[src/bitmap_set_with_find_first_assert.svh]
// Assertion macros used by the bitmap controller
`ifndef BITMAP_SET_WITH_FIND_FIRST_ASSERT_SVH
`define BITMAP_SET_WITH_FIND_FIRST_ASSERT_SVH

`ifndef SYNTH

// Check a property on every rising clock edge outside of reset
`define BSFF_ASSERT(lbl, clk, rst, prop) \
   lbl: assert property (@(posedge clk) disable iff (rst) prop) \
      else $error("bitmap assertion failed");

// Check a property on every rising clock edge, reset included
`define BSFF_ASSERT_ALWAYS(lbl, clk, prop) \
   lbl: assert property (@(posedge clk) prop) \
      else $error("bitmap assertion failed");

`else

`define BSFF_ASSERT(lbl, clk, rst, prop)
`define BSFF_ASSERT_ALWAYS(lbl, clk, prop)

`endif

`endif

[src/bsff_pkg.sv]
// Types, constants and helpers shared by the bitmap controller and datapath
`timescale 1ns / 1ps
`default_nettype none

package bsff_pkg;

   localparam int BITS      = 1024;
   localparam int WORD_BITS = 32;
   localparam int NWORDS    = (BITS + WORD_BITS - 1) / WORD_BITS;
   localparam int WORD_AW   = $clog2(NWORDS);
   localparam int BIT_AW    = $clog2(WORD_BITS);
   localparam int OP_W      = 3;
   localparam int INDEX_W   = 10;
   localparam int SIZE_W    = 11;

   localparam logic [SIZE_W-1:0] SET_SIZE_RESET = SIZE_W'(BITS);

   typedef logic [WORD_BITS-1:0] word_type;

   typedef enum logic [OP_W-1:0] {
      OP_SET       = 3'd0,
      OP_CLEAR     = 3'd1,
      OP_TOGGLE    = 3'd2,
      OP_TEST      = 3'd3,
      OP_FIND      = 3'd4,
      OP_POP       = 3'd5,
      OP_CLEAR_ALL = 3'd6,
      OP_SET_ALL   = 3'd7
   } op_type;

   typedef enum logic [1:0] {
      ST_IDLE,
      ST_BIT,
      ST_SCAN,
      ST_FILL
   } state_type;

   // Controller to datapath
   typedef struct packed {
      logic accept;    // capture request, read its first word
      logic advance;   // read next word
      logic wr_en;     // write back the current word
      logic load_rsp;  // capture the result word
   } dp_cmd_type;

   // Datapath to controller
   typedef struct packed {
      op_type op;
      logic   index_err;
      logic   found;
      logic   last_word;
   } dp_stat_type;

   // Priority encode: position of the lowest set bit, zero when none
   function automatic logic [BIT_AW-1:0] lowest_set_bit(input word_type v);
      logic [BIT_AW-1:0] pos;
      pos = '0;
      for (int i = WORD_BITS - 1; i >= 0; i--) begin
         if (v[i]) begin
            pos = BIT_AW'(i);
         end
      end
      return pos;
   endfunction

endpackage

`default_nettype wire

[src/bitmap_set_with_find_first.sv]
// Bitmap of 1024 bits: set, clear, toggle, test, find/pop first, clear/set all
// Use: the req channel carries one word per operation (operation, index,
// start_index); the rsp channel returns one word per operation (hit,
// result_index, error). The csr port holds set_size at byte address 0.
// Sequence: set, clear, toggle and test read their word on accept, then load
// the result into the output register. Find and pop scan one stored word per
// cycle through the single read port of the word store. Clear all and set all
// write one word per cycle. The block takes the next request word in the cycle
// after a result is captured.
// Reset: set_size returns to 1024 and the store reads as all zeros at once
// through per-word written flags; no clearing pass is needed.
// Stall: a result waits in the output register while the next word is
// accepted and worked on; that work holds at its final step until the
// output register is free.
`timescale 1ns / 1ps
`default_nettype none

module bitmap_set_with_find_first (
   input  wire logic        clock,
   input  wire logic        reset,
   // Request channel
   input  wire logic        req_tvalid,
   output logic             req_tready,
   input  wire logic [23:0] req_tdata,   // operation[2:0], index[12:3], start_index[22:13]
   // Result channel
   output logic             rsp_tvalid,
   input  wire logic        rsp_tready,
   output logic [15:0]      rsp_tdata,   // hit[0], result_index[10:1], error[11]
   // Register port
   input  wire logic        csr_psel,
   input  wire logic        csr_penable,
   input  wire logic        csr_pwrite,
   input  wire logic [2:0]  csr_paddr,
   input  wire logic [31:0] csr_pwdata,
   output logic [31:0]      csr_prdata,
   output logic             csr_pready
);
   import bsff_pkg::*;

   localparam logic [2:0] ADDR_SET_SIZE = 3'd0;

   logic [SIZE_W-1:0]  set_size_ff;
   logic [SIZE_W-1:0]  set_size_in;
   op_type             req_op;
   logic [INDEX_W-1:0] req_index;
   logic [INDEX_W-1:0] req_start_index;
   logic               rsp_hit;
   logic [INDEX_W-1:0] rsp_result_index;
   logic               rsp_error;
   dp_cmd_type         cmd;
   dp_stat_type        stat;

   // Unpack request word
   assign req_op          = op_type'(req_tdata[OP_W-1:0]);
   assign req_index       = req_tdata[OP_W +: INDEX_W];
   assign req_start_index = req_tdata[OP_W + INDEX_W +: INDEX_W];

   // Register write
   always_comb begin
      set_size_in = set_size_ff;
      if (csr_psel && csr_penable && csr_pwrite && csr_pready
          && csr_paddr == ADDR_SET_SIZE) begin
         set_size_in = csr_pwdata[SIZE_W-1:0];
      end
   end

   always_ff @(posedge clock) begin
      if (reset) begin
         set_size_ff <= SET_SIZE_RESET;
      end else begin
         set_size_ff <= set_size_in;
      end
   end

   assign csr_pready = 1'b1;
   assign csr_prdata = (csr_paddr == ADDR_SET_SIZE) ? 32'(set_size_ff) : 32'd0;

   bsff_ctrl u_ctrl (
      .clock      (clock),
      .reset      (reset),
      .req_tvalid (req_tvalid),
      .req_op     (req_op),
      .req_tready (req_tready),
      .rsp_tvalid (rsp_tvalid),
      .rsp_tready (rsp_tready),
      .stat       (stat),
      .cmd        (cmd)
   );

   bsff_dp u_dp (
      .clock            (clock),
      .reset            (reset),
      .set_size         (set_size_ff),
      .req_op           (req_op),
      .req_index        (req_index),
      .req_start_index  (req_start_index),
      .cmd              (cmd),
      .stat             (stat),
      .rsp_hit          (rsp_hit),
      .rsp_result_index (rsp_result_index),
      .rsp_error        (rsp_error)
   );

   // Pack result word
   assign rsp_tdata = {4'b0000, rsp_error, rsp_result_index, rsp_hit};

endmodule

`default_nettype wire

[src/bsff_dp.sv]
// Datapath: word store, word counter, masking, priority encoder, result register
`timescale 1ns / 1ps
`default_nettype none

module bsff_dp (
   input  wire logic                          clock,
   input  wire logic                          reset,
   input  wire logic [bsff_pkg::SIZE_W-1:0]   set_size,
   input  wire bsff_pkg::op_type              req_op,
   input  wire logic [bsff_pkg::INDEX_W-1:0]  req_index,
   input  wire logic [bsff_pkg::INDEX_W-1:0]  req_start_index,
   input  wire bsff_pkg::dp_cmd_type          cmd,
   output bsff_pkg::dp_stat_type              stat,
   output logic                               rsp_hit,
   output logic [bsff_pkg::INDEX_W-1:0]       rsp_result_index,
   output logic                               rsp_error
);
   import bsff_pkg::*;

   // Store and its per-word written flags
   word_type             mem_ff [NWORDS];
   logic [NWORDS-1:0]    written_ff;
   word_type             rd_data_ff;
   logic                 rd_written_ff;

   op_type               op_ff;
   logic [INDEX_W-1:0]   index_ff;
   logic [WORD_AW-1:0]   word_ff;
   logic [WORD_AW-1:0]   word_in;

   logic                 hit_ff;
   logic [INDEX_W-1:0]   result_index_ff;
   logic                 error_ff;

   logic [WORD_AW-1:0]   first_word;
   logic [WORD_AW-1:0]   rd_addr;
   logic                 rd_en;
   logic [SIZE_W-1:0]    size_use;
   logic [SIZE_W-1:0]    word_base;
   logic [SIZE_W-1:0]    remain;
   word_type             valid_mask;
   word_type             cur_word;
   word_type             masked;
   word_type             bit_mask;
   word_type             wr_word;
   logic [BIT_AW-1:0]    bit_pos;
   logic [BIT_AW-1:0]    low_pos;
   logic                 found;
   logic                 index_err;

   // First word a request reads
   always_comb begin
      case (req_op)
         OP_SET, OP_CLEAR, OP_TOGGLE, OP_TEST: first_word = req_index[BIT_AW +: WORD_AW];
         OP_POP:  first_word = req_start_index[BIT_AW +: WORD_AW];
         default: first_word = '0;
      endcase
   end

   assign rd_en   = cmd.accept | cmd.advance;
   assign rd_addr = cmd.accept ? first_word : word_ff + WORD_AW'(1);
   assign word_in = rd_en ? rd_addr : word_ff;

   // Clamp size, build mask of in-use bits for the current word
   assign size_use  = (set_size > SIZE_W'(BITS)) ? SIZE_W'(BITS) : set_size;
   assign word_base = SIZE_W'({word_ff, {BIT_AW{1'b0}}});
   assign remain    = size_use - word_base;

   always_comb begin
      if (word_base >= size_use) begin
         valid_mask = '0;
      end else if (remain >= SIZE_W'(WORD_BITS)) begin
         valid_mask = '1;
      end else begin
         valid_mask = (word_type'(1) << remain[BIT_AW-1:0]) - word_type'(1);
      end
   end

   // Unwritten words read as zero
   assign cur_word  = rd_written_ff ? rd_data_ff : '0;
   assign masked    = cur_word & valid_mask;
   assign found     = |masked;
   assign low_pos   = lowest_set_bit(masked);
   assign bit_pos   = index_ff[BIT_AW-1:0];
   assign bit_mask  = word_type'(1) << bit_pos;
   assign index_err = SIZE_W'(index_ff) >= size_use;

   // Write-back word per operation
   always_comb begin
      case (op_ff)
         OP_SET:     wr_word = cur_word | bit_mask;
         OP_CLEAR:   wr_word = cur_word & ~bit_mask;
         OP_TOGGLE:  wr_word = cur_word ^ bit_mask;
         OP_POP:     wr_word = cur_word & ~(word_type'(1) << low_pos);
         OP_SET_ALL: wr_word = valid_mask;
         default:    wr_word = '0;
      endcase
   end

   // Capture request fields
   always_ff @(posedge clock) begin
      if (cmd.accept) begin
         op_ff    <= req_op;
         index_ff <= req_index;
      end
      word_ff <= word_in;
   end

   // Store: one write port, one registered read port
   always_ff @(posedge clock) begin
      if (cmd.wr_en) begin
         mem_ff[word_ff] <= wr_word;
      end
      if (rd_en) begin
         rd_data_ff    <= mem_ff[rd_addr];
         rd_written_ff <= written_ff[rd_addr];
      end
   end

   // Mark words as written, clear on reset
   always_ff @(posedge clock) begin
      if (reset) begin
         written_ff <= '0;
      end else if (cmd.wr_en) begin
         written_ff[word_ff] <= 1'b1;
      end
   end

   // Result register
   always_ff @(posedge clock) begin
      if (cmd.load_rsp) begin
         case (op_ff)
            OP_SET, OP_CLEAR, OP_TOGGLE: begin
               hit_ff          <= 1'b0;
               result_index_ff <= '0;
               error_ff        <= index_err;
            end
            OP_TEST: begin
               hit_ff          <= ~index_err & cur_word[bit_pos];
               result_index_ff <= '0;
               error_ff        <= index_err;
            end
            OP_FIND, OP_POP: begin
               hit_ff          <= found;
               result_index_ff <= found ? INDEX_W'({word_ff, low_pos}) : '0;
               error_ff        <= 1'b0;
            end
            default: begin
               hit_ff          <= 1'b0;
               result_index_ff <= '0;
               error_ff        <= 1'b0;
            end
         endcase
      end
   end

   assign stat.op        = op_ff;
   assign stat.index_err = index_err;
   assign stat.found     = found;
   assign stat.last_word = (word_ff == WORD_AW'(NWORDS - 1));

   assign rsp_hit          = hit_ff;
   assign rsp_result_index = result_index_ff;
   assign rsp_error        = error_ff;

endmodule

`default_nettype wire

[src/bsff_ctrl.sv]
// Controller: sequences bit updates, word scans and fills, owns the handshakes
`timescale 1ns / 1ps
`default_nettype none
`include "bitmap_set_with_find_first_assert.svh"

module bsff_ctrl (
   input  wire logic                  clock,
   input  wire logic                  reset,
   input  wire logic                  req_tvalid,
   input  wire bsff_pkg::op_type      req_op,
   output logic                       req_tready,
   output logic                       rsp_tvalid,
   input  wire logic                  rsp_tready,
   input  wire bsff_pkg::dp_stat_type stat,
   output bsff_pkg::dp_cmd_type       cmd
);
   import bsff_pkg::*;

   state_type state_ff;
   state_type state_in;
   logic      rsp_valid_ff;
   logic      rsp_valid_in;
   logic      out_free;

   // Output slot can take a word this cycle
   assign out_free = ~rsp_valid_ff | rsp_tready;

   always_ff @(posedge clock) begin
      if (reset) begin
         state_ff     <= ST_IDLE;
         rsp_valid_ff <= 1'b0;
      end else begin
         state_ff     <= state_in;
         rsp_valid_ff <= rsp_valid_in;
      end
   end

   // Next state and commands
   always_comb begin
      state_in = state_ff;
      cmd      = '0;
      unique case (state_ff)
         ST_IDLE: begin
            if (req_tvalid) begin
               cmd.accept = 1'b1;
               unique case (req_op) inside
                  OP_SET, OP_CLEAR, OP_TOGGLE, OP_TEST: state_in = ST_BIT;
                  OP_FIND, OP_POP:                      state_in = ST_SCAN;
                  default:                              state_in = ST_FILL;
               endcase
            end
         end
         ST_BIT: begin
            if (out_free) begin
               cmd.wr_en    = ~stat.index_err & (stat.op != OP_TEST);
               cmd.load_rsp = 1'b1;
               state_in     = ST_IDLE;
            end
         end
         ST_SCAN: begin
            if (stat.found | stat.last_word) begin
               // Finish once the output slot is free
               if (out_free) begin
                  cmd.wr_en    = stat.found & (stat.op == OP_POP);
                  cmd.load_rsp = 1'b1;
                  state_in     = ST_IDLE;
               end
            end else begin
               cmd.advance = 1'b1;
            end
         end
         ST_FILL: begin
            cmd.wr_en = 1'b1;
            if (stat.last_word) begin
               if (out_free) begin
                  cmd.load_rsp = 1'b1;
                  state_in     = ST_IDLE;
               end
            end else begin
               cmd.advance = 1'b1;
            end
         end
         default: begin
            state_in = ST_IDLE;
         end
      endcase
   end

   // Hold the result word until taken
   always_comb begin
      if (cmd.load_rsp) begin
         rsp_valid_in = 1'b1;
      end else if (rsp_tready) begin
         rsp_valid_in = 1'b0;
      end else begin
         rsp_valid_in = rsp_valid_ff;
      end
   end

   assign req_tready = (state_ff == ST_IDLE);
   assign rsp_tvalid = rsp_valid_ff;

   `BSFF_ASSERT(a_no_overwrite, clock, reset, cmd.load_rsp |-> out_free)
   `BSFF_ASSERT(a_accept_leaves_idle, clock, reset, (req_tvalid && req_tready) |=> (state_ff != ST_IDLE))
   `BSFF_ASSERT(a_scan_ends_at_last, clock, reset, (state_ff == ST_SCAN && stat.last_word && out_free) |-> cmd.load_rsp)
   `BSFF_ASSERT(a_write_only_busy, clock, reset, cmd.wr_en |-> (state_ff != ST_IDLE))

endmodule

`default_nettype wire
[config.mk]
export PLATFORM = sky130hd
export DESIGN_NAME = bitmap_set_with_find_first
export DESIGN_NICKNAME = d
export VERILOG_FILES = /design/src/bsff_pkg.sv /design/src/bitmap_set_with_find_first.sv /design/src/bsff_dp.sv /design/src/bsff_ctrl.sv
export VERILOG_INCLUDE_DIRS = /design/src /design/src/src
export SDC_FILE = /design/constraint.sdc
export NUM_CORES = 2
export LEC_CHECK = 0
export ABC_AREA = 1
export BUFFER_PORTS_ARGS = -buffer_cell sky130_fd_sc_hd__buf_2
export CAP_MARGIN = 20
export CORE_MARGIN = 3
export CORE_UTILIZATION = 40
export CTS_CLUSTER_SIZE = 16
export DETAILED_ROUTE_END_ITERATION = 10
export SKIP_CTS_REPAIR_TIMING = 1
export SLEW_MARGIN = 20
export SYNTH_ARGS = -nofsm -noshare
export SYNTH_HDL_FRONTEND = slang
export SYNTH_SLANG_ARGS = --single-unit
[constraint.sdc]
create_clock -name clock -period 5.72 [get_ports clock]
set_clock_uncertainty 0.2 [all_clocks]
set_input_delay 0.858 -clock clock [delete_from_list [all_inputs] [get_ports clock]]
set_output_delay 0.858 -clock clock [all_outputs]
set_load 0.02 [all_outputs]
==> summary.txt <==
Run status
  – Status: complete, no violations

Global routing
  – Largest net degree at the start of global routing: 155
  – First-pass GRT wire length: 209000 um
  – Number of global-route vias before repair: approximately 31000
  – Initial antenna violation count: 1
  – Total track usage: 22.1%
  – Grt total ovfl: 0

Setup path
  – Most used cell, CP: nand2_1
  – R2r startpoint: set_size_ff[8]
  – FF-to-FF End: u_dp.written_ff[3]
  – CP Class: register to register
  – Cells on worst reg2reg path: 29
  – Worst Setup SP: set_size_ff[8]
  – Worst Setup EP: u_dp.written_ff[3]
  – CP max stage delay: 420 ps
  – Worst path arrival time: 5710 ps
  – Crit path required time: ~6100 ps
  – Worst reg-to-reg setup slack: approximately 360 ps
  – CP Max Fanout: 16
  – CP Capture Type: register
  – CP max-delay cell: fa_2
  – Startpoint types: register

Placed design
  – Placement Cell Area: approximately 53000 um2
  – Detail Placement HPWL: 81600 um
  – PortBufs: 63
  – GP Congestion: roughly 0.95
  – Placed cells: 5509

Cells and area
  – Nets: 4142
  – N_diodes: 0
  – Fillers: approximately 11000
  – Design area: 56800 um2
  – Storage element area: 33600 um2
  – Non-filler cells, final: 5731
  – Layout cells sized above 1: 13.4%
  – P&R area growth vs syn: 16.0%
  – Multi-input gate area: ~14000 um2
  – Commonest cells after routing, fill and taps aside: edfxtp_1 (1087), nor2_1 (471), nand2_1 (359)
  – Commonest non-fill, non-tap cell in the layout: edfxtp_1

Route
  – DRT Pass-1 Iters: 6
  – Post-route ant nets: 0
  – Vias: 32900
  – DR vias/cell: ~5.7
  – Drt drc: 0
  – Initial drt markers: 3545
  – DR WL/cell: 24.9 um
  – Final WL: 143000 um

Logic synthesis
  – Post-Syn Area: 49000 um2
  – Sequential fraction of the synthesis area: between 60% and 70%
  – Number of synthesized register bits: around 1100
  – Syn avg cell area: 12.6 um2
  – Synthesized instance count: 3888
  – YS warnings: 0
  – Synth cell types: 56

Timing
  – Final Max Slew Viols: 0
  – Worst-Margin Slew: between 1000 and 1500 ps
  – Max Fclk: about 0.19 GHz
  – Final setup viols: 0
  – Fin crit share: 93.7%
  – Worst rel slew slack: roughly 30%
  – Tmin final: between 5000 and 6000 ps
  – Setup_tns: 0 ps
  – Final Hold Viols: 0

Floorplan
  – Die area: 127000 um2
  – Die Y: 356 um
  – Row count: between 100 and 150
  – Core ar.: 121000 um2
  – Starting Density: between 40% and 50%
  – Die Wd: 356 um
  – IO Pins: 117

CTS
  – TritonCTS Buffers: 114
  – Worst skew pair latency: ~730 ps
  – H-tree levels: 3
  – CTS sink cnt: 1133
  – CTS tree: yes
  – Clock-pin slew on the worst setup and hold paths: 60 ps
  – CTS root buf: clkbuf_16
  – Clock Tree Buf Depth: 3

Hold path
  – HP Class: input port to register
  – Hold Path Depth: 1

Power and ir drop
  – Leak pwr: ~20 nW
  – Peak supply drop: 0.000749 V
  – Overall Power: 30.6 mW
  – Cell area power density: 539 nW/um2

Flow run
  – Total of max-cap violations: 0
## layout make-up
cell class	count	share of cell area [%]
timing repair buffer	278	5.28
clock inverter	65	1.13
inverter	222	1.51
tap	1612	3.55
sequential	1133	59.1
multi-input combinational	2273	24.0
clock buffer	148	5.36
## worst min path at each step
stage / from / to / slack (ps)
2_1_floorplan: u_dp.written_ff[27] / u_dp.written_ff[27] / 230
3_3_place_gp: u_dp.written_ff[27] / u_dp.written_ff[27] / 240
3_5_place_dp: u_dp.written_ff[27] / u_dp.written_ff[27] / 250
4_1_cts: req_tdata[3] / u_dp.index_ff[0] / 60
5_1_grt: req_tdata[6] / u_dp.index_ff[3] / 90
6_report: req_tdata[7] / u_dp.index_ff[4] / 120
## sequential cells by signal, summed over array words and instances (netlist names)
register and cells:
set_size_ff 11, u_ctrl.rsp_tvalid 1, u_ctrl.state_ff 2, u_dp.index_ff 10, u_dp.mem_ff 1024, u_dp.op_ff 3, u_dp.rd_data_ff 32, u_dp.rd_written_ff 1
u_dp.rsp_error 1, u_dp.rsp_hit 1, u_dp.rsp_result_index 10, u_dp.word_ff 5, u_dp.written_ff 32
## cell usage after synthesis, drive strengths merged
master / number / area [um2]
conb: 2 / 7.51
a221o: 1 / 10.0
o21ai: 321 / 1610
clkbuf: 228 / 856
o221ai: 232 / 2030
xor2: 4 / 35.0
o31ai: 2 / 15.0
o32ai: 32 / 280
nor3: 30 / 160
nand3: 190 / 993
a2111oi: 1 / 8.76
o21a: 2 / 15.0
a41oi: 1 / 8.76
nor4: 1 / 6.26
inv: 217 / 815
o32a: 1 / 10.0
o21bai: 11 / 93.8
edfxtp: 1087 / 32600
nand3b: 2 / 15.0
nand4: 29 / 181
nor2: 497 / 1960
o211ai: 90 / 676
and2: 1 / 6.26
fa: 1 / 20.0
o2bb2ai: 1 / 8.76
dfxtp: 46 / 921
o41ai: 1 / 16.3
clkinv: 5 / 18.8
o311a: 1 / 10.0
a31oi: 76 / 475
buf: 57 / 344
o2111ai: 6 / 52.6
xnor2: 1 / 8.76
a32o: 1 / 10.0
a21o: 1 / 7.51
nand2: 371 / 1420
ha: 53 / 663
mux2i: 224 / 2240
o22ai: 3 / 18.8
a21boi: 1 / 7.51
a21oi: 57 / 285
## cells by family (layout without fill, tap and decap cells)
kind of cell | Yosys count | count (layout) | synth area share [%]
and+or+nand+nor | 1121 | 1121 | 9.68
AOI/OAI and AO/OA | 842 | 843 | 11.5
other | 2 | 26 | 0.0153
buffers and inverters | 507 | 713 | 4.15
adders and majority gates | 54 | 54 | 1.40
xor gates and xnor gates | 5 | 5 | 0.0894
DFF | 1133 | 1133 | 68.5
muxes | 224 | 224 | 4.58
## through the flow
step	hold slack (ps)	utilization, %	setup slack (ps)
after floorplan	231	-	508
after global placement	243	43.8	79.6
after detailed placement	246	43.8	71.5
after CTS	60.1	46.8	15.6
after global routing	85.5	47.0	-14.7
final	121	47.0	360
## worst max-delay path: cells and delay by family, from the launching register on
| kind | cells | cell delay, ps |
|---|---|---|
| fa+ha+maj | 2 | 610 |
| simple gates | 15 | 2130 |
| buf+inv | 8 | 1070 |
| compound gates | 4 | 800 |
| flops | 1 | 340 |
## routing by layer
| layer | vias up | routed length [um] | GRT usage (%) |
|---|---|---|---|
| met5 | - | 13 | 0 |
| met4 | 2 | 4930 | 7.69 |
| met2 | 1403 | 66200 | 35.5 |
| met3 | 257 | 10900 | 3.01 |
| li1 | 14800 | - | - |
| met1 | 16400 | 60600 | 31.0 |
## power by group
part,total (mW),switching [mW],internal [mW],leakage (nW)
clock,7.32,3.15,4.16,1.78
combinational,12.3,8.45,3.84,7.73
sequential,11.0,0.204,10.8,10.3
Power figures use the tool's default switching activity.
